## config.mk

```make
export PLATFORM = sky130hd
export DESIGN_NAME = bwfs_front
export DESIGN_NICKNAME = d
export VERILOG_FILES = /design/src/rtl/bwfs_pkg.sv /design/src/rtl/bwfs_front.sv
export SDC_FILE = /design/constraint.sdc
export NUM_CORES = 1
export LEC_CHECK = 0
export BUFFER_PORTS_ARGS = -buffer_cell sky130_fd_sc_hd__buf_2
export CORE_ASPECT_RATIO = 1.75
export CORE_MARGIN = 5
export CORE_UTILIZATION = 38
export DETAILED_ROUTE_END_ITERATION = 10
export GPL_TIMING_DRIVEN = 1
export SYNTH_ARGS = -nofsm -noshare
export SYNTH_HDL_FRONTEND = slang
export SYNTH_SLANG_ARGS = --single-unit
```

## constraint.sdc

```tcl
create_clock -name clock -period 4.25 [get_ports clock]
set_input_delay 0.85 -clock clock [delete_from_list [all_inputs] [get_ports clock]]
set_output_delay 0.85 -clock clock [all_outputs]
set_load 0.005 [all_outputs]
```

## src/rtl/bwfs_pkg.sv

```systemverilog
// shared types and constants of the b-spline warp field sampler
// no dependencies

package bwfs_pkg;

   localparam int DEF_GRID_COLS = 6;
   localparam int DEF_GRID_ROWS = 4;

   localparam int NODE_IDX_W  = 5;
   localparam int MAX_NODES   = 1 << NODE_IDX_W;
   localparam int BASE_W      = 6;
   localparam int FRAC_W      = 16;
   localparam int DISP_W      = 16;
   localparam int COORD_W     = 17;
   localparam int QUEUE_DEPTH = 4;
   localparam int OUT_DEPTH   = 16;
   localparam int WEIGHT_W    = 20;

   localparam logic [COORD_W-1:0] COORD_ONE = COORD_W'(65536);
   // ceil(2^26 / 6), exact floor division by six for the weight numerators
   localparam logic [23:0] RECIP_SIX = 24'd11184811;

   typedef enum logic {
      KIND_WRITE  = 1'b0,
      KIND_SAMPLE = 1'b1
   } kind_type;

   typedef struct packed {
      kind_type                     kind;
      logic [NODE_IDX_W-1:0]        node_index;
      logic signed [DISP_W-1:0]     node_dx;
      logic signed [DISP_W-1:0]     node_dy;
      logic [BASE_W-1:0]            base_x;
      logic [BASE_W-1:0]            base_y;
      logic [FRAC_W-1:0]            frac_x;
      logic [FRAC_W-1:0]            frac_y;
   } item_type;

endpackage

```

## src/rtl/bwfs_front.sv

```systemverilog
// front end: accepts items, clamps and scales sample coordinates, queues them
// depends on bwfs_pkg

module bwfs_front import bwfs_pkg::*; #(
   parameter int GRID_COLS = DEF_GRID_COLS,
   parameter int GRID_ROWS = DEF_GRID_ROWS
) (
   input  logic                        clock,
   input  logic                        reset,
   input  logic                        push,
   output logic                        full,
   input  logic                        req_kind,
   input  logic [NODE_IDX_W-1:0]       req_node_index,
   input  logic signed [DISP_W-1:0]    req_node_dx,
   input  logic signed [DISP_W-1:0]    req_node_dy,
   input  logic [COORD_W-1:0]          req_coord_u,
   input  logic [COORD_W-1:0]          req_coord_v,
   output logic                        q_valid,
   output item_type                    q_head,
   input  logic                        q_pop
);

   localparam int QAW = $clog2(QUEUE_DEPTH);
   localparam int GW  = FRAC_W + BASE_W;

   item_type           queue_ff [QUEUE_DEPTH];
   logic [QAW-1:0]     wr_ptr_ff, wr_ptr_in;
   logic [QAW-1:0]     rd_ptr_ff, rd_ptr_in;
   logic [QAW:0]       count_ff, count_in;
   logic [COORD_W-1:0] u_clamp, v_clamp;
   logic [GW-1:0]      gx, gy;
   item_type           entry;
   logic               do_push;

   always_comb begin
      u_clamp = (req_coord_u > COORD_ONE) ? COORD_ONE : req_coord_u;
      v_clamp = (req_coord_v > COORD_ONE) ? COORD_ONE : req_coord_v;
      gx = GW'(u_clamp) * GW'(GRID_COLS - 1);
      gy = GW'(v_clamp) * GW'(GRID_ROWS - 1);
      entry.kind       = kind_type'(req_kind);
      entry.node_index = req_node_index;
      entry.node_dx    = req_node_dx;
      entry.node_dy    = req_node_dy;
      entry.base_x     = gx[GW-1:FRAC_W];
      entry.base_y     = gy[GW-1:FRAC_W];
      entry.frac_x     = gx[FRAC_W-1:0];
      entry.frac_y     = gy[FRAC_W-1:0];
   end

   assign full    = (count_ff == (QAW+1)'(QUEUE_DEPTH));
   assign do_push = push && !full;
   assign q_valid = (count_ff != '0);
   assign q_head  = queue_ff[rd_ptr_ff];

   always_comb begin
      wr_ptr_in = do_push ? wr_ptr_ff + 1'b1 : wr_ptr_ff;
      rd_ptr_in = q_pop ? rd_ptr_ff + 1'b1 : rd_ptr_ff;
      count_in  = count_ff + (QAW+1)'(do_push) - (QAW+1)'(q_pop);
   end

   always_ff @(posedge clock) begin
      if (reset) begin
         wr_ptr_ff <= '0;
         rd_ptr_ff <= '0;
         count_ff  <= '0;
      end else begin
         wr_ptr_ff <= wr_ptr_in;
         rd_ptr_ff <= rd_ptr_in;
         count_ff  <= count_in;
      end
   end

   always_ff @(posedge clock) begin
      if (do_push) begin
         queue_ff[wr_ptr_ff] <= entry;
      end
   end

endmodule

```

==> impl_metrics.json, run 1 <==
{
  "tritoncts.num_buffers": 29,
  "finClkSkew_ns": 0.0157,
  "share_of_synthesized_area_occupied_by_flip_flops_and_latches_pct": 68.9,
  "clock_tree.root_cell": "clkbuf_16",
  "peak_supply_drop_mv": 0.314,
  "global_route.usage.met3_pct": 2.31,
  "drt-total-wl_um": 28100,
  "max_capacitance_violation_count": 0,
  "worst_r2r_endpoint": "count_ff[2]$_SDFF_PP0_",
  "mostFrequentLayoutCells": "308 x edfxtp_1, 154 x buf_2, 77 x mux4_2",
  "viasPerCell": 5.05,
  "total_leakage_power_nw": 5.62,
  "number_of_global_route_vias_before_repair": 7750,
  "cts.repair.resized": 0,
  "global_route.usage.met1_pct": 15.1,
  "finalWorstSetupSlack_ns": 0.717,
  "initial_core_util_pct": 38.2,
  "core_region_area_um2": 35800,
  "tritoncts_num_sinks": 317,
  "grt_first_pass_wirelength_um": 43200,
  "fill_cells": 3163,
  "share_of_final_layout_standard_cells_stronger_than_drive_strength_1_pct": 34.3,
  "crit_required_ns": 4.54,
  "critical-path-max-stage-delay_ns": 0.41,
  "synth.yosys.warnings": 0,
  "clock_path_buffers": 3,
  "netlist.top_cell.by_area": "edfxtp_1",
  "clk_latency_ns": 0.55,
  "crit_slowest_cell": "fa_1",
  "ys_types": 65,
  "type_of_the_most_critical_hold_path": "in2reg",
  "layout.cells.non_filler": 1411,
  "max_clock_freq_mhz": 283,
  "die_height_um": 261,
  "portBuffers": 154,
  "place.gp.congestion": 0.802,
  "grt_max_degree": 78,
  "crit_path_cell_chain": "buf_2, nor4_1, a41oi_1, nor2b_1, ha_1, ha_1, fa_1, a21o_1, a21oi_1, nor2b_1, o21a_1, o2111ai_1, nand3_1, a311oi_1, nor2_1",
  "status": "completed",
  "die_width_um": 153,
  "number_of_instances_in_the_synthesized_netlist": 749,
  "crit_start": "req_coord_u[6]",
  "dp_cells": 1358,
  "fin_nets": 1039,
  "pin_count": 160,
  "drt_first_pass_iters": 5,
  "route.detailed.wl_per_inst_um": 19.9,
  "reg_to_reg_setup_timing_slack_ns": 1.86,
  "die_area_um2": 40100,
  "postSynthAreaPerCell_um2": 18.3,
  "critPathLaunchType": "primary input",
  "cp_top_family": "compound AO/OA/AOI/OAI gates",
  "grt_remaining_overflow": 0,
  "share_of_synthesized_registers_carrying_an_async_set_or_reset_pct": 0,
  "vias": 7120,
  "post_synth_main_area_contributors": "edfxtp_1 68%, mux4_2 13%, ha_1 3.8%",
  "place_worst_setup_slack_ns": 0.154,
  "dp_hpwl_um": 17700,
  "reg2reg_from": "count_ff[1]$_SDFF_PP0_",
  "yosysTopAreaCellShare_pct": 67.6,
  "grt_most_used_layer": "met2",
  "ff2ff_path_depth": 11,
  "drt_iter0_markers": 355,
  "relSlewSlack_pct": 54.5,
  "synth_enable_flop_cells": 308,
  "grt.met2_usage_pct": 27.3,
  "final.min_clock_period_ns": 3.53,
  "final_area_um2": 16100,
  "post_synth_instance_area_um2": 13700,
  "layout.cells.most_common": "edfxtp_1",
  "arrival_time_worst_endpoint_ns": 3.82,
  "postSynthRegisterBits": 317,
  "p_per_area_nw_per_um2": 486,
  "setup_repair_after_global_routing_missed_its_margin": "false",
  "final-max-slew-violation-count": 0,
  "seqCellArea_um2": 9440,
  "crit_path_max_fanout": 5,
  "grt_antenna_before_repair": 1,
  "worstSetupEndpoint": "queue_ff[2][38]$_DFFE_PP_",
  "detail-route-antenna-nets": 0,
  "report.final.hold_viol_count": 0,
  "critical_path_class": "in2reg",
  "critPathCaptureType": "flip-flop",
  "worst-path-stages": 15,
  "synth_top_flop_cell": "edfxtp_1",
  "multi_input_comb_area_um2": 4010,
  "flow.area_growth_from_synthesis_pct": 17.3,
  "slew_at_the_pin_with_the_worst_max_slew_slack_ns": 0.683,
  "post_cts_hold_buffer_count": 0,
  "cts_setup_buffers": 0,
  "clk_pin_slew_worst_paths_ns": 0.06,
  "route.detailed.drc": 0,
  "std_cell_rows": 92,
  "setup_viol_count_final": 0,
  "placed_area_um2": 15100,
  "fin_tns_setup_ns": 0,
  "grt.total_usage_pct": 13.8,
  "tritoncts": "yes",
  "htree_num_levels": 1,
  "path_buf_inv": 1,
  "final_min_period_over_clock_period_pct": 83.1
}
[cells by family (layout without fill, tap and decap cells)]
kind of cell | count (synthesis) | after routing | synth area share, %
other cells | 1 | 6 | 0.0274
flops | 317 | 317 | 68.9
simple gates | 145 | 145 | 5.94
compound gates | 67 | 67 | 3.56
xor+xnor | 42 | 42 | 2.69
mux | 78 | 78 | 12.7
buf+inv | 55 | 242 | 2.03
fa+ha+maj | 44 | 44 | 4.13
[synth_stat cells (5+ instances only)]
library cell  instances
ha_1                 42
nor3_1               14
or3_1                 5
mux4_2               77
buf_4                10
and2_1               14
xnor2_1              30
nand3_1              10
a21oi_1              22
edfxtp_1            308
nor2_1               37
clkbuf_1             18
o21ai_0               7
dfxtp_1               9
xor2_1               12
nand2b_1              5
nor2b_1              21
buf_2                 9
inv_1                12
nand2_1              18
[worst min path at each step]
stage | from | slack, ns | depth (start not counted) | end
2_1_floorplan | rd_ptr_ff[1]$_SDFFE_PP0P_ | 0.48 | 2 | flip-flop
3_3_place_gp | rd_ptr_ff[0]$_SDFFE_PP0P_ | 0.51 | 2 | rd_ptr_ff[0]$_SDFFE_PP0P_
3_5_place_dp | rd_ptr_ff[0]$_SDFFE_PP0P_ | 0.53 | 2 | rd_ptr_ff[0]$_SDFFE_PP0P_
4_1_cts | req_node_dy[0] | 0.47 | 1 | queue_ff[2][39]$_DFFE_PP_
5_1_grt | req_node_dx[15] | 0.48 | 1 | queue_ff[0][70]$_DFFE_PP_
6_report | req_node_dy[0] | 0.51 | 1 | queue_ff[2][39]$_DFFE_PP_
[state kept, by name (all words and copies together) (netlist names), named ones only]
signal / cells
queue_ff: 308
count_ff: 3
rd_ptr_ff: 2
wr_ptr_ff: 2
[power breakdown]
group	internal (mW)	switching, mW
combinational	0.563	0.690
clock	1.50	1.11
sequential	3.85	0.0882
[layout make-up]
type | count | area share, %
inverter | 13 | 0.304
sequential | 317 | 58.8
tap | 470 | 3.66
clock buffer | 32 | 4.59
timing repair buffer | 177 | 6.34
clock inverter | 20 | 1.34
multi-input combinational | 381 | 25.0
antenna | 1 | 0.0156
[routing by layer]
metal	vias up	part of all wire (%)
li1	3311	-
met5	-	0
met1	3634	37
met4	0	2.3
met2	131	57
met3	44	4.2
[through the flow]
step	power (mW)	hold WS, ns	utilization, %
after floorplan	4.76	0.485	-
after global placement	5.29	0.513	42.2
after detailed placement	5.32	0.534	42.2
after CTS	7.95	0.474	44.8
after global routing	8.18	0.480	44.8
final	7.80	0.509	44.8
Note: power is estimated with default switching activity, not from simulation.
==> inputs of run 2 (changes only) <==
- clock period: 4.25 -> 3.58 ns (I/O delays scaled with it)
==> run 2 against run 1 <==
Sequential power rose by 19%. Die area is the same. Via count increased by 4.0%. Non-clock buffer count up 68. Critical endpoint is now queue_ff[0][38]$_DFFE_PP_. Largest cell class unchanged. Largest power group unchanged.
==> impl_metrics.json, run 2 (synthesized netlist as in run 1, its figures left out) <==
{
  "status": "completed",
  "largest_regs": "queue_ff: 308 flops, count_ff: 3 flops",
  "clock_tree.root_cell": "clkbuf_16",
  "pin_count": 160,
  "grt_antenna_before_repair": 1,
  "route.detailed.drc": 0,
  "clock_path_buffers": 3,
  "multi_input_comb_area_um2": 4020,
  "finalWorstSetupSlack_ns": 0.180,
  "crit_path_cell_chain": "buf_2, nor4_1, buf_4, a41oi_2, nor2b_1, ha_1, ha_1, fa_1, a21o_1, a21oi_2, nor2b_1, o21a_1, o2111ai_1, nand3_1, a311oi_1, nor2_1",
  "tritoncts_num_sinks": 317,
  "relSlewSlack_pct": 64.9,
  "crit_slowest_cell": "fa_1",
  "cts.repair.resized": 0,
  "flow.area_growth_from_synthesis_pct": 20.6,
  "setup_viol_count_final": 0,
  "route.detailed.wl_per_inst_um": 19.1,
  "dp_hpwl_um": 19300,
  "layout.cells.most_common": "edfxtp_1",
  "final_min_period_over_clock_period_pct": 95.0,
  "number_of_global_route_vias_before_repair": 7923,
  "path_buf_inv": 2,
  "die_area_um2": 40100,
  "cell_depth_of_the_worst_min_delay_path": 1,
  "grt_remaining_overflow": 0,
  "post_cts_hold_buffer_count": 0,
  "drt_iter0_markers": 321,
  "core_region_area_um2": 35800,
  "max_clock_freq_mhz": 294,
  "die_height_um": 261,
  "largest_register": "queue_ff",
  "final.min_clock_period_ns": 3.40,
  "seqCellArea_um2": 9440,
  "dp_cells": 1426,
  "final-max-slew-violation-count": 0,
  "grt_first_pass_wirelength_um": 43600,
  "std_cell_rows": 92,
  "clk_latency_ns": 0.55,
  "critical-path-max-stage-delay_ns": 0.38,
  "grt_max_degree": 59,
  "grt.total_usage_pct": 13.9,
  "clk_pin_slew_worst_paths_ns": 0.06,
  "finClkSkew_ns": 0.0131,
  "fin_tns_setup_ns": 0,
  "type_of_the_most_critical_hold_path": "in2reg",
  "initial_core_util_pct": 38.2,
  "place_worst_setup_slack_ns": -0.438,
  "peak_supply_drop_mv": 0.266,
  "detail-route-antenna-nets": 0,
  "ff2ff_path_depth": 12,
  "place.gp.congestion": 0.825,
  "fill_cells": 3118,
  "tritoncts.num_buffers": 28,
  "crit_required_ns": 3.86,
  "layout.cells.non_filler": 1475,
  "largest_reg_flops": 308,
  "worst-path-stages": 16,
  "tritoncts": "yes",
  "crit_path_max_fanout": 6,
  "max_capacitance_violation_count": 0,
  "final_core_utilization_pct": 46.1,
  "total_leakage_power_nw": 5.92,
  "vias": 7407,
  "critPathLaunchType": "primary input",
  "p_per_area_nw_per_um2": 557,
  "portBuffers": 154,
  "arrival_time_worst_endpoint_ns": 3.68,
  "slew_at_the_pin_with_the_worst_max_slew_slack_ns": 0.526,
  "share_of_final_layout_standard_cells_stronger_than_drive_strength_1_pct": 38.6,
  "cp_top_family": "compound AO/OA/AOI/OAI gates",
  "drt-total-wl_um": 28200,
  "cts_setup_buffers": 0,
  "htree_num_levels": 1,
  "report.final.hold_viol_count": 0,
  "drt_first_pass_iters": 4,
  "fin_nets": 1106,
  "critical_path_class": "in2reg",
  "mostFrequentLayoutCells": "308 x edfxtp_1, 154 x buf_2, 86 x buf_4",
  "viasPerCell": 5.02,
  "power.total_mw": 9.19,
  "die_width_um": 153,
  "critPathCaptureType": "flip-flop",
  "setup_repair_after_global_routing_missed_its_margin": "false"
}
## run 2: cell types whose count changed in the layout (fill, tap and decap cells not counted), sizes merged
cell / previous run / this run
clkbuf: 32 / 33
clkinv: 13 / 9
buf: 177 / 245
bufinv: 4 / 3
## run 2: report_power, final
| part | switching (mW) | internal, mW |
|---|---|---|
| Sequential | 0.101 | 4.57 |
| Clock | 1.29 | 1.65 |
| Combinational | 0.830 | 0.739 |
## run 2: layout make-up
type,instances,area share (%)
Tap cell,470,3.56
Timing Repair Buffer,245,9.19
Sequential cell,317,57.2
Clock inverter,15,1.02
Clock buffer,33,4.36
Inverter,13,0.296
Multi-Input combinational cell,381,24.4
Antenna cell,1,0.0152
## run 2: per-stage QoR
| stage | instance area (um^2) | hold WS (ns) |
|---|---|---|
| after floorplan | 13700 | 0.485 |
| after global placement | 15600 | 0.503 |
| after detailed placement | 15600 | 0.510 |
| after CTS | 16500 | 0.342 |
| after global routing | 16500 | 0.357 |
| final | 16500 | 0.377 |
## run 2: worst paths after layout
check | from | end | slack (ns)
worst max-delay path | req_coord_u[9] | queue_ff[0][38]$_DFFE_PP_ | 0.18
worst min-delay path | req_node_dy[9] | queue_ff[2][48]$_DFFE_PP_ | 0.38
worst max register to register | count_ff[1]$_SDFF_PP0_ | count_ff[2]$_SDFF_PP0_ | 1.40
worst min register to register | rd_ptr_ff[1]$_SDFFE_PP0P_ | rd_ptr_ff[1]$_SDFFE_PP0P_ | 0.52
## run 2: routing by layer
metal  share of wire [%]  global-route usage [%]  wire [um]
met1                  37                    15.1      10300
met2                  56                    27.5      15900
met3                 4.2                    2.02       1190
met4                 2.9                    4.76        826
met5                   0                       0          0
